--- config.mk ---
export PLATFORM = sky130hd
export DESIGN_NAME = voxel_chunk_stream_parser_unit
export DESIGN_NICKNAME = d
export VERILOG_FILES = /design/src/sv/vcsp_pkg.sv /design/src/sv/voxel_chunk_stream_parser_unit.sv /design/src/sv/vcsp_parse.sv /design/src/sv/vcsp_queue.sv
export SDC_FILE = /design/constraint.sdc
export NUM_CORES = 2
export LEC_CHECK = 0
export ABC_CLOCK_PERIOD_IN_PS = 4200
export BUFFER_PORTS_ARGS = -buffer_cell sky130_fd_sc_hd__buf_2
export CAP_MARGIN = 10
export CORE_MARGIN = 10
export CORE_UTILIZATION = 45
export CTS_CLUSTER_SIZE = 10
export DETAILED_ROUTE_END_ITERATION = 16
export GPL_TIMING_DRIVEN = 0
export MAX_ROUTING_LAYER = met4
export SLEW_MARGIN = 15
export SYNTH_ARGS = -nofsm -noshare
export SYNTH_HDL_FRONTEND = slang
export SYNTH_SLANG_ARGS = --single-unit
--- constraint.sdc ---
create_clock -name i_clk -period 4.2 [get_ports i_clk]
set_input_delay 0.63 -clock i_clk [delete_from_list [all_inputs] [get_ports i_clk]]
set_output_delay 0.63 -clock i_clk [all_outputs]
set_load 0.05 [all_outputs]
--- src/sv/vcsp_pkg.sv ---
package vcsp_pkg;

    localparam int PALETTE_ENTRIES = 256;

    // output queue: room for the two records one byte can cause, plus slack
    localparam int QUEUE_DEPTH = 4;
    localparam int QUEUE_PTR_W = $clog2(QUEUE_DEPTH);
    localparam int QUEUE_CNT_W = $clog2(QUEUE_DEPTH + 1);

    localparam logic [1:0] KIND_SIZE    = 2'd0;
    localparam logic [1:0] KIND_VOXEL   = 2'd1;
    localparam logic [1:0] KIND_PALETTE = 2'd2;
    localparam logic [1:0] KIND_DONE    = 2'd3;

    localparam logic [2:0] STATUS_OK        = 3'd0;
    localparam logic [2:0] STATUS_BAD_MAGIC = 3'd1;
    localparam logic [2:0] STATUS_BAD_MAIN  = 3'd2;
    localparam logic [2:0] STATUS_NO_SIZE   = 3'd3;
    localparam logic [2:0] STATUS_NO_VOXELS = 3'd4;

    // little-endian tags as they appear once four bytes are gathered
    localparam logic [31:0] TAG_VOX  = 32'h2058_4F56;
    localparam logic [31:0] TAG_MAIN = 32'h4E49_414D;
    localparam logic [31:0] TAG_SIZE = 32'h455A_4953;
    localparam logic [31:0] TAG_XYZI = 32'h495A_5958;
    localparam logic [31:0] TAG_RGBA = 32'h4142_4752;

    typedef struct packed {
        logic [1:0]         record_kind;
        logic signed [31:0] extent_x;
        logic signed [31:0] extent_y;
        logic signed [31:0] extent_z;
        logic [7:0]         voxel_x;
        logic [7:0]         voxel_y;
        logic [7:0]         voxel_z;
        logic [7:0]         color_slot;
        logic [7:0]         palette_index;
        logic [31:0]        rgba_word;
        logic [2:0]         status;
    } t_record;

    typedef struct packed {
        logic data_push;
        logic done_push;
    } t_push;

endpackage

--- src/sv/voxel_chunk_stream_parser_unit.sv ---
// Channel   Direction  Handshake                 Payload
// byte in   input      i_in_valid / o_in_ready   i_data_byte, i_end_of_file
// record    output     o_out_valid / i_out_ready o_record_kind .. o_status
//
// One byte is taken per cycle; its records reach the output queue at the next edge.
// The final byte of a file can cause two records, which drain one per cycle while i_out_ready is high.
// Input stalls only while the four-entry output queue lacks room for two records.
// Synchronous active-low reset empties the queue and returns the parser to the magic.
module voxel_chunk_stream_parser_unit #(
    parameter int PALETTE_ENTRIES = vcsp_pkg::PALETTE_ENTRIES
) (
    input  logic               i_clk,
    input  logic               i_rst_n,
    input  logic               i_in_valid,
    output logic               o_in_ready,
    input  logic [7:0]         i_data_byte,
    input  logic               i_end_of_file,
    output logic               o_out_valid,
    input  logic               i_out_ready,
    output logic [1:0]         o_record_kind,
    output logic signed [31:0] o_extent_x,
    output logic signed [31:0] o_extent_y,
    output logic signed [31:0] o_extent_z,
    output logic [7:0]         o_voxel_x,
    output logic [7:0]         o_voxel_y,
    output logic [7:0]         o_voxel_z,
    output logic [7:0]         o_color_slot,
    output logic [7:0]         o_palette_index,
    output logic [31:0]        o_rgba_word,
    output logic [2:0]         o_status
);

    vcsp_pkg::t_push   push;
    vcsp_pkg::t_record data_rec;
    vcsp_pkg::t_record done_rec;
    vcsp_pkg::t_record head;
    logic              take;

    assign take = i_in_valid && o_in_ready;

    vcsp_parse #(
        .PALETTE_ENTRIES(PALETTE_ENTRIES)
    ) u_parse (
        .i_clk         (i_clk),
        .i_rst_n       (i_rst_n),
        .i_take        (take),
        .i_data_byte   (i_data_byte),
        .i_end_of_file (i_end_of_file),
        .o_push        (push),
        .o_data_rec    (data_rec),
        .o_done_rec    (done_rec)
    );

    vcsp_queue u_queue (
        .i_clk      (i_clk),
        .i_rst_n    (i_rst_n),
        .i_push     (push),
        .i_data_rec (data_rec),
        .i_done_rec (done_rec),
        .o_room     (o_in_ready),
        .o_valid    (o_out_valid),
        .i_pop      (i_out_ready),
        .o_head     (head)
    );

    assign o_record_kind   = head.record_kind;
    assign o_extent_x      = head.extent_x;
    assign o_extent_y      = head.extent_y;
    assign o_extent_z      = head.extent_z;
    assign o_voxel_x       = head.voxel_x;
    assign o_voxel_y       = head.voxel_y;
    assign o_voxel_z       = head.voxel_z;
    assign o_color_slot    = head.color_slot;
    assign o_palette_index = head.palette_index;
    assign o_rgba_word     = head.rgba_word;
    assign o_status        = head.status;

    a_eof_gives_record: assert property (@(posedge i_clk) disable iff (!i_rst_n)
        i_in_valid && o_in_ready && i_end_of_file |=> o_out_valid)
        else $error("final byte left no record");

    a_status_only_done: assert property (@(posedge i_clk) disable iff (!i_rst_n)
        o_out_valid && o_record_kind != vcsp_pkg::KIND_DONE |-> o_status == vcsp_pkg::STATUS_OK)
        else $error("status set on a data record");

    a_status_range: assert property (@(posedge i_clk) disable iff (!i_rst_n)
        o_out_valid && o_record_kind == vcsp_pkg::KIND_DONE
            |-> o_status <= vcsp_pkg::STATUS_NO_VOXELS)
        else $error("status code out of range");

endmodule

--- src/sv/vcsp_parse.sv ---
module vcsp_parse #(
    parameter int PALETTE_ENTRIES = vcsp_pkg::PALETTE_ENTRIES
) (
    input  logic              i_clk,
    input  logic              i_rst_n,
    input  logic              i_take,
    input  logic [7:0]        i_data_byte,
    input  logic              i_end_of_file,
    output vcsp_pkg::t_push   o_push,
    output vcsp_pkg::t_record o_data_rec,
    output vcsp_pkg::t_record o_done_rec
);

    localparam int PAL_W = $clog2(PALETTE_ENTRIES + 1);
    localparam logic [PAL_W-1:0] PAL_LAST = PAL_W'(PALETTE_ENTRIES);

    typedef enum logic [13:0] {
        PH_MAGIC         = 14'b00_0000_0000_0001,
        PH_VERSION       = 14'b00_0000_0000_0010,
        PH_MAIN_TAG      = 14'b00_0000_0000_0100,
        PH_MAIN_CONTENT  = 14'b00_0000_0000_1000,
        PH_MAIN_CHILDREN = 14'b00_0000_0001_0000,
        PH_CHUNK_TAG     = 14'b00_0000_0010_0000,
        PH_CHUNK_CSIZE   = 14'b00_0000_0100_0000,
        PH_CHUNK_KSIZE   = 14'b00_0000_1000_0000,
        PH_SIZE_DATA     = 14'b00_0001_0000_0000,
        PH_XYZI_COUNT    = 14'b00_0010_0000_0000,
        PH_XYZI_ENTRIES  = 14'b00_0100_0000_0000,
        PH_RGBA          = 14'b00_1000_0000_0000,
        PH_SKIP          = 14'b01_0000_0000_0000,
        PH_HALT          = 14'b10_0000_0000_0000
    } t_phase;

    t_phase             r_phase, n_phase;
    logic [1:0]         r_byte_pos, n_byte_pos;
    logic [31:0]        r_word, n_word;
    logic [31:0]        r_tag, n_tag;
    logic [31:0]        r_content, n_content;
    logic [31:0]        r_entries, n_entries;
    logic [PAL_W-1:0]   r_pal_pos, n_pal_pos;
    logic [1:0]         r_size_field, n_size_field;
    logic               r_size_seen, n_size_seen;
    logic               r_voxels_seen, n_voxels_seen;
    logic [2:0]         r_fault, n_fault;
    logic               r_overrun, n_overrun;
    logic [31:0]        r_held_x, n_held_x;
    logic [31:0]        r_held_y, n_held_y;

    logic [31:0]        w;
    logic               full;
    logic               in_content;

    // where a chunk goes once its fixed layout is read
    function automatic t_phase finish_phase(input logic ovr, input logic [31:0] rem);
        t_phase ph;
        if (ovr) begin
            ph = PH_HALT;
        end else if (rem == 32'd0) begin
            ph = PH_CHUNK_TAG;
        end else begin
            ph = PH_SKIP;
        end
        return ph;
    endfunction

    assign w    = {i_data_byte, r_word[31:8]};
    assign full = (r_byte_pos == 2'd3);
    assign in_content = (r_phase == PH_SIZE_DATA) || (r_phase == PH_XYZI_COUNT) ||
                        (r_phase == PH_XYZI_ENTRIES) || (r_phase == PH_RGBA);

    always_comb begin
        n_phase       = r_phase;
        n_byte_pos    = r_byte_pos;
        n_word        = r_word;
        n_tag         = r_tag;
        n_content     = r_content;
        n_entries     = r_entries;
        n_pal_pos     = r_pal_pos;
        n_size_field  = r_size_field;
        n_size_seen   = r_size_seen;
        n_voxels_seen = r_voxels_seen;
        n_fault       = r_fault;
        n_overrun     = r_overrun;
        n_held_x      = r_held_x;
        n_held_y      = r_held_y;
        o_data_rec    = '0;
        o_done_rec    = '0;
        o_push        = '0;

        if (i_take) begin
            if (r_phase != PH_HALT && r_phase != PH_SKIP) begin
                n_word     = w;
                n_byte_pos = r_byte_pos + 2'd1;
                if (in_content) begin
                    if (r_content == 32'd0) begin
                        n_overrun = 1'b1;
                    end else begin
                        n_content = r_content - 32'd1;
                    end
                end
                if (full) begin
                    unique case (r_phase)
                        PH_MAGIC: begin
                            if (w != vcsp_pkg::TAG_VOX) begin
                                n_fault = vcsp_pkg::STATUS_BAD_MAGIC;
                                n_phase = PH_HALT;
                            end else begin
                                n_phase = PH_VERSION;
                            end
                        end
                        PH_VERSION:       n_phase = PH_MAIN_TAG;
                        PH_MAIN_TAG: begin
                            if (w != vcsp_pkg::TAG_MAIN) begin
                                n_fault = vcsp_pkg::STATUS_BAD_MAIN;
                                n_phase = PH_HALT;
                            end else begin
                                n_phase = PH_MAIN_CONTENT;
                            end
                        end
                        PH_MAIN_CONTENT:  n_phase = PH_MAIN_CHILDREN;
                        PH_MAIN_CHILDREN: n_phase = PH_CHUNK_TAG;
                        PH_CHUNK_TAG: begin
                            n_tag   = w;
                            n_phase = PH_CHUNK_CSIZE;
                        end
                        PH_CHUNK_CSIZE: begin
                            n_content = w;
                            n_phase   = PH_CHUNK_KSIZE;
                        end
                        PH_CHUNK_KSIZE: begin
                            // negative content size stops chunk parsing
                            if (r_content[31]) begin
                                n_phase = PH_HALT;
                            end else begin
                                n_overrun = 1'b0;
                                if (r_tag == vcsp_pkg::TAG_SIZE) begin
                                    n_size_seen  = 1'b1;
                                    n_size_field = 2'd0;
                                    n_phase      = PH_SIZE_DATA;
                                end else if (r_tag == vcsp_pkg::TAG_XYZI && !r_voxels_seen) begin
                                    n_voxels_seen = 1'b1;
                                    n_phase       = PH_XYZI_COUNT;
                                end else if (r_tag == vcsp_pkg::TAG_RGBA) begin
                                    n_pal_pos = '0;
                                    n_phase   = PH_RGBA;
                                end else begin
                                    n_phase = finish_phase(1'b0, r_content);
                                end
                            end
                        end
                        PH_SIZE_DATA: begin
                            if (r_size_field == 2'd0) begin
                                n_held_x = w;
                            end else if (r_size_field == 2'd1) begin
                                n_held_y = w;
                            end else begin
                                o_push.data_push       = 1'b1;
                                o_data_rec.record_kind = vcsp_pkg::KIND_SIZE;
                                o_data_rec.extent_x    = r_held_x;
                                o_data_rec.extent_y    = r_held_y;
                                o_data_rec.extent_z    = w;
                                n_phase = finish_phase(n_overrun, n_content);
                            end
                            n_size_field = r_size_field + 2'd1;
                        end
                        PH_XYZI_COUNT: begin
                            if (w != 32'd0 && !w[31]) begin
                                n_entries = w;
                                n_phase   = PH_XYZI_ENTRIES;
                            end else begin
                                n_phase = finish_phase(n_overrun, n_content);
                            end
                        end
                        PH_XYZI_ENTRIES: begin
                            o_push.data_push       = 1'b1;
                            o_data_rec.record_kind = vcsp_pkg::KIND_VOXEL;
                            o_data_rec.voxel_x     = w[7:0];
                            o_data_rec.voxel_y     = w[15:8];
                            o_data_rec.voxel_z     = w[23:16];
                            o_data_rec.color_slot  = w[31:24];
                            n_entries = r_entries - 32'd1;
                            if (n_entries == 32'd0) begin
                                n_phase = finish_phase(n_overrun, n_content);
                            end
                        end
                        PH_RGBA: begin
                            o_push.data_push         = 1'b1;
                            o_data_rec.record_kind   = vcsp_pkg::KIND_PALETTE;
                            o_data_rec.palette_index = 8'(r_pal_pos);
                            o_data_rec.rgba_word     = {w[7:0], w[15:8], w[23:16], w[31:24]};
                            n_pal_pos = r_pal_pos + PAL_W'(1);
                            if (n_pal_pos == PAL_LAST) begin
                                n_phase = finish_phase(n_overrun, n_content);
                            end
                        end
                        default: ;
                    endcase
                end
            end else if (r_phase == PH_SKIP) begin
                if (r_content != 32'd0) begin
                    n_content = r_content - 32'd1;
                end
                if (n_content == 32'd0) begin
                    n_phase = PH_CHUNK_TAG;
                end
            end

            if (i_end_of_file) begin
                o_push.done_push       = 1'b1;
                o_done_rec.record_kind = vcsp_pkg::KIND_DONE;
                if (n_fault != vcsp_pkg::STATUS_OK) begin
                    o_done_rec.status = n_fault;
                end else if (n_phase == PH_MAGIC) begin
                    o_done_rec.status = vcsp_pkg::STATUS_BAD_MAGIC;
                end else if (n_phase == PH_VERSION || n_phase == PH_MAIN_TAG) begin
                    o_done_rec.status = vcsp_pkg::STATUS_BAD_MAIN;
                end else if (!n_size_seen) begin
                    o_done_rec.status = vcsp_pkg::STATUS_NO_SIZE;
                end else if (!n_voxels_seen) begin
                    o_done_rec.status = vcsp_pkg::STATUS_NO_VOXELS;
                end else begin
                    o_done_rec.status = vcsp_pkg::STATUS_OK;
                end
                // the next byte starts a new file
                n_phase       = PH_MAGIC;
                n_byte_pos    = '0;
                n_word        = '0;
                n_tag         = '0;
                n_content     = '0;
                n_entries     = '0;
                n_pal_pos     = '0;
                n_size_field  = '0;
                n_size_seen   = 1'b0;
                n_voxels_seen = 1'b0;
                n_fault       = '0;
                n_overrun     = 1'b0;
                n_held_x      = '0;
                n_held_y      = '0;
            end
        end
    end

    always_ff @(posedge i_clk) begin
        if (!i_rst_n) begin
            r_phase       <= PH_MAGIC;
            r_byte_pos    <= '0;
            r_word        <= '0;
            r_tag         <= '0;
            r_content     <= '0;
            r_entries     <= '0;
            r_pal_pos     <= '0;
            r_size_field  <= '0;
            r_size_seen   <= 1'b0;
            r_voxels_seen <= 1'b0;
            r_fault       <= '0;
            r_overrun     <= 1'b0;
            r_held_x      <= '0;
            r_held_y      <= '0;
        end else begin
            r_phase       <= n_phase;
            r_byte_pos    <= n_byte_pos;
            r_word        <= n_word;
            r_tag         <= n_tag;
            r_content     <= n_content;
            r_entries     <= n_entries;
            r_pal_pos     <= n_pal_pos;
            r_size_field  <= n_size_field;
            r_size_seen   <= n_size_seen;
            r_voxels_seen <= n_voxels_seen;
            r_fault       <= n_fault;
            r_overrun     <= n_overrun;
            r_held_x      <= n_held_x;
            r_held_y      <= n_held_y;
        end
    end

endmodule

--- src/sv/vcsp_queue.sv ---
module vcsp_queue (
    input  logic              i_clk,
    input  logic              i_rst_n,
    input  vcsp_pkg::t_push   i_push,
    input  vcsp_pkg::t_record i_data_rec,
    input  vcsp_pkg::t_record i_done_rec,
    output logic              o_room,
    output logic              o_valid,
    input  logic              i_pop,
    output vcsp_pkg::t_record o_head
);

    localparam int PW = vcsp_pkg::QUEUE_PTR_W;
    localparam int CW = vcsp_pkg::QUEUE_CNT_W;

    vcsp_pkg::t_record r_mem [vcsp_pkg::QUEUE_DEPTH];
    logic [PW-1:0]     r_head, n_head;
    logic [PW-1:0]     r_tail, n_tail;
    logic [CW-1:0]     r_count, n_count;
    logic [1:0]        push_cnt;
    logic              pop;

    assign push_cnt = {1'b0, i_push.data_push} + {1'b0, i_push.done_push};
    assign pop      = i_pop && o_valid;
    assign o_valid  = (r_count != '0);
    // accept a byte only with room for both records it may cause
    assign o_room   = (r_count <= CW'(vcsp_pkg::QUEUE_DEPTH - 2));
    assign o_head   = r_mem[r_head];

    always_comb begin
        n_tail  = r_tail + PW'(push_cnt);
        n_head  = r_head + PW'(pop);
        n_count = r_count + CW'(push_cnt) - CW'(pop);
    end

    always_ff @(posedge i_clk) begin
        if (i_push.data_push) begin
            r_mem[r_tail] <= i_data_rec;
        end else if (i_push.done_push) begin
            r_mem[r_tail] <= i_done_rec;
        end
        if (i_push.data_push && i_push.done_push) begin
            r_mem[r_tail + PW'(1)] <= i_done_rec;
        end
    end

    always_ff @(posedge i_clk) begin
        if (!i_rst_n) begin
            r_head  <= '0;
            r_tail  <= '0;
            r_count <= '0;
        end else begin
            r_head  <= n_head;
            r_tail  <= n_tail;
            r_count <= n_count;
        end
    end

endmodule
## Word-level counts from Yosys, hierarchy flattened

Memory sizes are Yosys's and may differ from the RTL's. A register that Yosys moved wholly into a read port is not among the register bits.
Index checks and enable logic that the tools add are counted.

| operators by class | value |
|---|---|
| add/sub/neg operators | 11 |
| $lt $le $gt $ge | 1 |
| bitwise operators | 1 |
| eq/ne operators | 33 |
| reductions and logical operators | 40 |
| multiplexer cells | 137 |

Operators by type and width:

| cell | count |
|---|---|
| 2-to-1 mux 32 bit | 35 |
| 2-to-1 mux 170 bit | 3 |
| 2-to-1 mux 14 bit | 18 |
| 2-to-1 mux 96 bit | 2 |
| 2-to-1 mux 173 bit | 1 |
| case mux 14 bit (12 select lines) | 1 |
| logical NOT 32 bit | 4 |
| 2-to-1 mux 98 bit | 1 |
| == test 32 x 31 -> 1 bit, second input constant | 3 |
| case mux 32 bit (2 select lines) | 1 |
| nonzero test 32 bit | 2 |
| subtractor 32 x 1 -> 32 bit, second input constant | 2 |
| 2-to-1 mux 9 bit | 7 |
| 2-to-1 mux 40 bit | 1 |
| 2-to-1 mux 3 bit | 13 |
| 2-to-1 mux 1 bit | 36 |
| inequality test 32 x 30 -> 1 bit, second input constant | 1 |
| inequality test 32 x 31 -> 1 bit, second input constant | 1 |
| == test 14 x 1 -> 1 bit, second input constant | 2 |
| == test 14 x 2 -> 1 bit, second input constant | 2 |
| == test 14 x 3 -> 1 bit, second input constant | 2 |
| 2-to-1 mux 13 bit | 2 |
| 2-to-1 mux 2 bit | 11 |
| case mux 9 bit (2 select lines) | 1 |
| 43 further kinds | 71 |

| storage, ports and cells | value |
|---|---|
| memory bits (writable) | 692 |
| bits of input ports | 13 |
| output and inout port bits | 175 |
| logic and storage cells | 241 |
| memories kept | 1 |
| flip-flop bits (word level) | 232 |

Memories:

| name | words | bits a word | read ports | clocked after Yosys merged registers in | write ports | RTL line | source |
|---|---|---|---|---|---|---|---|
| u_queue.r_mem | 4 | 173 | 1 | 1 | 2 | vcsp_queue.sv:16 | `vcsp_pkg::t_record r_mem [vcsp_pkg::QUEUE_DEPTH];` |

## Longest topological paths before layout

| logic depth | value |
|---|---|
| depth in word-level cells | 24 |
| depth in mapped cells | 17 |

## Modules after synthesis

From an unflattened synthesis, not the netlist that was laid out.

| unflattened totals | value |
|---|---|
| cells, all modules | 4718 |
| area, all modules | 52709.3 µm² |

Modules (own cells, without submodules):

| module | times used | cells an instance | area an instance (µm²) |
|---|---|---|---|
| vcsp_queue | 1 | 2570 | 37218.2 |
| vcsp_parse | 1 | 2147 | 15484.9 |
| voxel_chunk_stream_parser_unit | 1 | 1 | 6.3 |

## Worst setup path before layout

Ideal clock, no wire load.

| timing path | value |
|---|---|
| path type | reg-to-reg |
| from | register u_parse.r_content[0] |
| to | memory u_queue.r_mem[1][1] in the netlist's numbering, data pin |
| data required time | 3930 ps |
| clock period less this slack | 3954 ps |
| path slack | 246 ps |
| stages on the path, launching flop included | 16 |
| arrival | 3684 ps |
| cells stage by stage | dfxtp_1 > clkbuf_1 > inv_1 > ha_1 > or3b_1 > clkbuf_1 > nor3_2 > nand3_2 > mux2_4 > or4_1 > a2111oi_2 > nand4_1 > nor4_4 > a211oi_2 > a311oi_2 > nor3_1 |

RTL lines:

| what | RTL line | source |
|---|---|---|
| from (decl) | vcsp_parse.sv:38 | `logic [31:0] r_content, n_content;` |
| from (signal assigned) | vcsp_parse.sv:264 | `r_content <= n_content;` |
| to (decl) | vcsp_queue.sv:16 |  |

==> run summary <==
RUN STATUS
------------------------------------------------------------------------------------
Run status                                                              finished with violations
Violated checks                                                         setup timing

WORST SETUP PATH
------------------------------------------------------------------------------------
Cell seen most often among critical-path stages                         sky130_fd_sc_hd__buf_6
Dominant delay contributor by cell family on the critical path          simple AND/OR/NAND/NOR gates
Slowest cell on the critical path                                       sky130_fd_sc_hd__or4_4
Worst path depth                                                                  15
Data arrival at the endpoint of the critical path                            4.75 ns
Maximum fanout count along the critical path                                       5
Element type at the critical path end                                           flop
Maximum single-stage delay on the critical path                              0.60 ns
Count of buffering cells on the critical path with inverters included              4
Endpoint required time on the critical path                                  4.60 ns
Endpoint of the worst-slack reg-to-reg timing path                      u_queue.r_mem[2][2]
Setup slack on the worst flop-to-flop path                                  -0.15 ns
Cell depth of the worst flop-to-flop path                                         15
Endpoint of the most critical setup path                                u_queue.r_mem[2][2]
Start of the worst register-to-register path                            u_parse.r_content[20]
Critical-path cell list                                                 buf_6 > or3_4 > or4_4 > buf_6 > nor4b_4 > nand2_1 > or4_1 > o211ai_1 > nand4_1 > buf_6 > buf_6 > nor3_4 > nor2_2 > o31ai_4 > a21oi_1
Critical Path Start                                                     u_parse.r_content[20]
Path type of the worst setup path                                       flop to flop
Setup crit start kind                                                           flop

STA
------------------------------------------------------------------------------------
Final Worst Setup Slack                                                    -0.147 ns
Final critical delay including setup and external delays                     4.35 ns
Worst hold slack                                                            0.345 ns
FMAX                                                                       0.230 GHz
Unrepaired setup endpoints after global routing                                  yes
Worst-margin pin slew                                                        1.34 ns
Worst-case headroom to the max-slew limit                                      11.0%
Final-report setup violation count                                                13
Number of endpoints with negative hold slack in the final report                   0
Period Utilization, post-route                                                  103%
Setup clock skew after layout                                              0.0405 ns
Pins over their slew limit                                                         0

PLACEMENT
------------------------------------------------------------------------------------
Worst slack after detailed placement                                        -1.65 ns
Half-perimeter wire length after placement                                 110000 um
RD Place Congestion                                                            0.984
Buffers on Ports                                                                 183
Area post-placement                                                        41600 um2

GLOBAL ROUTING
------------------------------------------------------------------------------------
Global routing usage on met3                                                   7.05%
Number of global-route vias before repair                                      33600
Pin count of the biggest net entering global routing                              16
Most Used Layer, Global Route                                                   met2
Total track usage                                                              31.1%
Global-route wire length before repair                                     228000 um
Routing usage on met1                                                          42.8%
Grt ovf                                                                            0
Global-route track usage on met2                                               44.1%
Initial antenna violation count                                                    4

FINAL LAYOUT
------------------------------------------------------------------------------------
Fraction of layout instances using a drive strength above 1                    19.4%
Total of fill cells in the finished design                                      7790
Post-Layout Inst Area                                                      46100 um2
Multi-input gate area in the final layout                                  19700 um2
Post-layout net count                                                           4330
Final core utilization                                                         53.2%
Area growth syn-to-layout                                                      17.7%
FF+latch area                                                              18500 um2

PWR
------------------------------------------------------------------------------------
Total power of the final layout                                              20.9 mW
Power Dens Cells                                                          453 nW/um2
LEAKAGE                                                                      17.2 nW
Peak supply drop                                                          0.000306 V

LOGIC SYNTHESIS
------------------------------------------------------------------------------------
EDFF count, synth                                                                 20
Share of synthesized area occupied by flip-flops and latches                   47.3%
Leading cell types by count after synthesis                             sky130_fd_sc_hd__dfxtp_1, sky130_fd_sc_hd__a22o_1, sky130_fd_sc_hd__nand2_1
Synthesis Warnings                                                                 0
Largest cells by area after synthesis                                   sky130_fd_sc_hd__dfxtp_1, sky130_fd_sc_hd__a22o_1, sky130_fd_sc_hd__mux4_2
Post-synthesis instance total                                                   3951
Cell Area, Synth                                                           39200 um2
Cell taking the most area after synthesis                               sky130_fd_sc_hd__dfxtp_1
Post-synthesis average cell area                                            9.91 um2
Dominant register cell in the synthesized netlist                       sky130_fd_sc_hd__dfxtp_1
Synth top area share                                                           45.8%
Most common cell in the netlist                                         sky130_fd_sc_hd__dfxtp_1
Net count of the mapped netlist                                                 3980
Number of unique standard cell types used by synthesis                            91
Fraction of registers with async set or reset after synthesis                     0%
Flops & latches, synth                                                           916

ROUTE
------------------------------------------------------------------------------------
Via density                                                                     6.49
Total number of vias                                                           35700
Drt wl/cell                                                                  28.4 um
Number of antenna-violating nets in the routed design                              0
DRC violations left                                                                0
Detailed Route Iter0 Violations                                                 4766
Detailed-router iteration count before antenna repair                              6
Total length of routed wires                                               156000 um

CLOCK TREE
------------------------------------------------------------------------------------
CTS tree                                                                       built
Number of clock sinks                                                            916
CTS clk-pin slew, worst paths                                                0.06 ns
Number of H-tree branching levels                                                  3
Number of hold buffers added after cts                                             0
TritonCTS Buffers                                                                104
Clock latency of the later-clocked register in the worst-skew pair           0.69 ns
Clock Root Buffer                                                       sky130_fd_sc_hd__clkbuf_16
Maximum buffer depth of the clock tree                                             3

JOB
------------------------------------------------------------------------------------
Max_cap viols                                                                      0

MIN PATH
------------------------------------------------------------------------------------
Worst min-delay path category                                           input pin to flop

FLOORPLAN
------------------------------------------------------------------------------------
Core Box Area                                                              86600 um2
Full die area                                                              99200 um2
Vertical extent of the die                                                    315 um
I/O pin cnt                                                                      188
Horiz. Die Dim                                                                315 um
Placement Rows                                                                   108
Starting density of the core                                                   45.2%

[tightest hold or removal path: stages]
cell	delay [ns]
sky130_fd_sc_hd__buf_2	0.18
sky130_fd_sc_hd__o21ai_0	0.11
sky130_fd_sc_hd__a21oi_1	0.05
[how the worst min path moves through the flow]
stage	slack [ns]	endpoint	depth (start not counted)	start
6_report	0.35	u_parse.r_pal_pos[8]	3	i_rst_n
5_1_grt	0.36	u_parse.r_voxels_seen	3	i_rst_n
4_1_cts	0.31	u_parse.r_pal_pos[8]	3	i_rst_n
3_5_place_dp	0.44	u_queue.r_mem[1][98]	2	u_queue.r_mem[1][98]
3_3_place_gp	0.43	u_queue.r_mem[1][21]	2	u_queue.r_mem[1][21]
2_1_floorplan	0.42	u_queue.r_mem[1][100]	2	u_queue.r_mem[1][100]
[metrics by stage]
| stage | TNS (ns) | cells |
|---|---|---|
| floorplan | 0 | 3951 |
| global placement | -1050.47 | 5289 |
| detailed placement | -800.78 | 5297 |
| CTS | -0.126 | 5460 |
| global route | -1.65 | 5491 |
| finish | -1.10 | 5495 |
[logic make-up (layout without fill, tap and decap cells)]
group / after synthesis / in the layout / share of synthesized area [%]
simple gates: 1216 / 1216 / 15.0
buf+inv: 413 / 792 / 4.14
other cells: 0 / 10 / 0
flops: 916 / 916 / 47.3
mux: 181 / 181 / 10.2
fa+ha+maj: 16 / 16 / 0.530
xor+xnor: 24 / 24 / 0.537
compound gates: 1185 / 1185 / 22.3
[cell type report]
type,instances,area share [%]
multi-input combinational,2622,42.8
sequential,916,40.2
clock buffer,126,6.02
buffer,360,3.63
timing repair buffer,263,3.47
tap,1155,3.13
clock inverter,9,0.334
inverter,34,0.299
antenna,10,0.0543
[repair_timing]
action / 4_1_cts / 5_1_grt
pin swaps: 34 / 33
gates cloned: 1 / 0
endpoints found under the setup margin: 912 / 610
setup buffers: 38 / 31
resized for setup: 197 / 159
[registers in the layout, indices dropped and copies added, names as in the netlist]
signal / cells
u_parse.r_byte_pos: 2
u_parse.r_content: 32
u_parse.r_entries: 32
u_parse.r_fault: 3
u_parse.r_held_x: 32
u_parse.r_held_y: 32
u_parse.r_overrun: 1
u_parse.r_pal_pos: 9
u_parse.r_phase: 14
u_parse.r_size_field: 2
u_parse.r_size_seen: 1
u_parse.r_tag: 32
u_parse.r_voxels_seen: 1
u_parse.r_word: 24
u_queue.r_count: 3
u_queue.r_head: 2
u_queue.r_mem: 692
u_queue.r_tail: 2
[cell usage in the layout (no fill, tap or decap), drive strengths merged, types with 14 or more instances in the layout]
cell,synthesis,layout
ha,15,15
nor2b,36,36
nand3,41,41
a22oi,63,63
buf,60,336
or4,30,30
and3,17,17
a21oi,209,209
mux4,173,173
inv,34,35
nor3,105,105
a31oi,17,17
dfxtp,896,896
nand2,397,397
xnor2,14,14
a22o,575,575
edfxtp,20,20
nor2,358,358
or3,31,31
and2,18,18
o21ai,197,197
nand4,58,58
nor4,52,52
o31ai,16,16
clkbuf,319,410
[per-layer routing]
metal / part of all wire (%) / routed length, um
met1: 43 / 66400
met4: 3.9 / 6030
met2: 43 / 66900
met3: 11 / 16800
met5: 0 / 0
[power breakdown]
part           leakage [nW]  total [mW]  internal [mW]  switching (mW)
combinational          8.38        3.76           1.29            2.47
sequential             7.42        8.86           8.78          0.0834
clock                  1.43        8.28           4.66            3.63
Note: power is estimated with default switching activity, not from simulation.
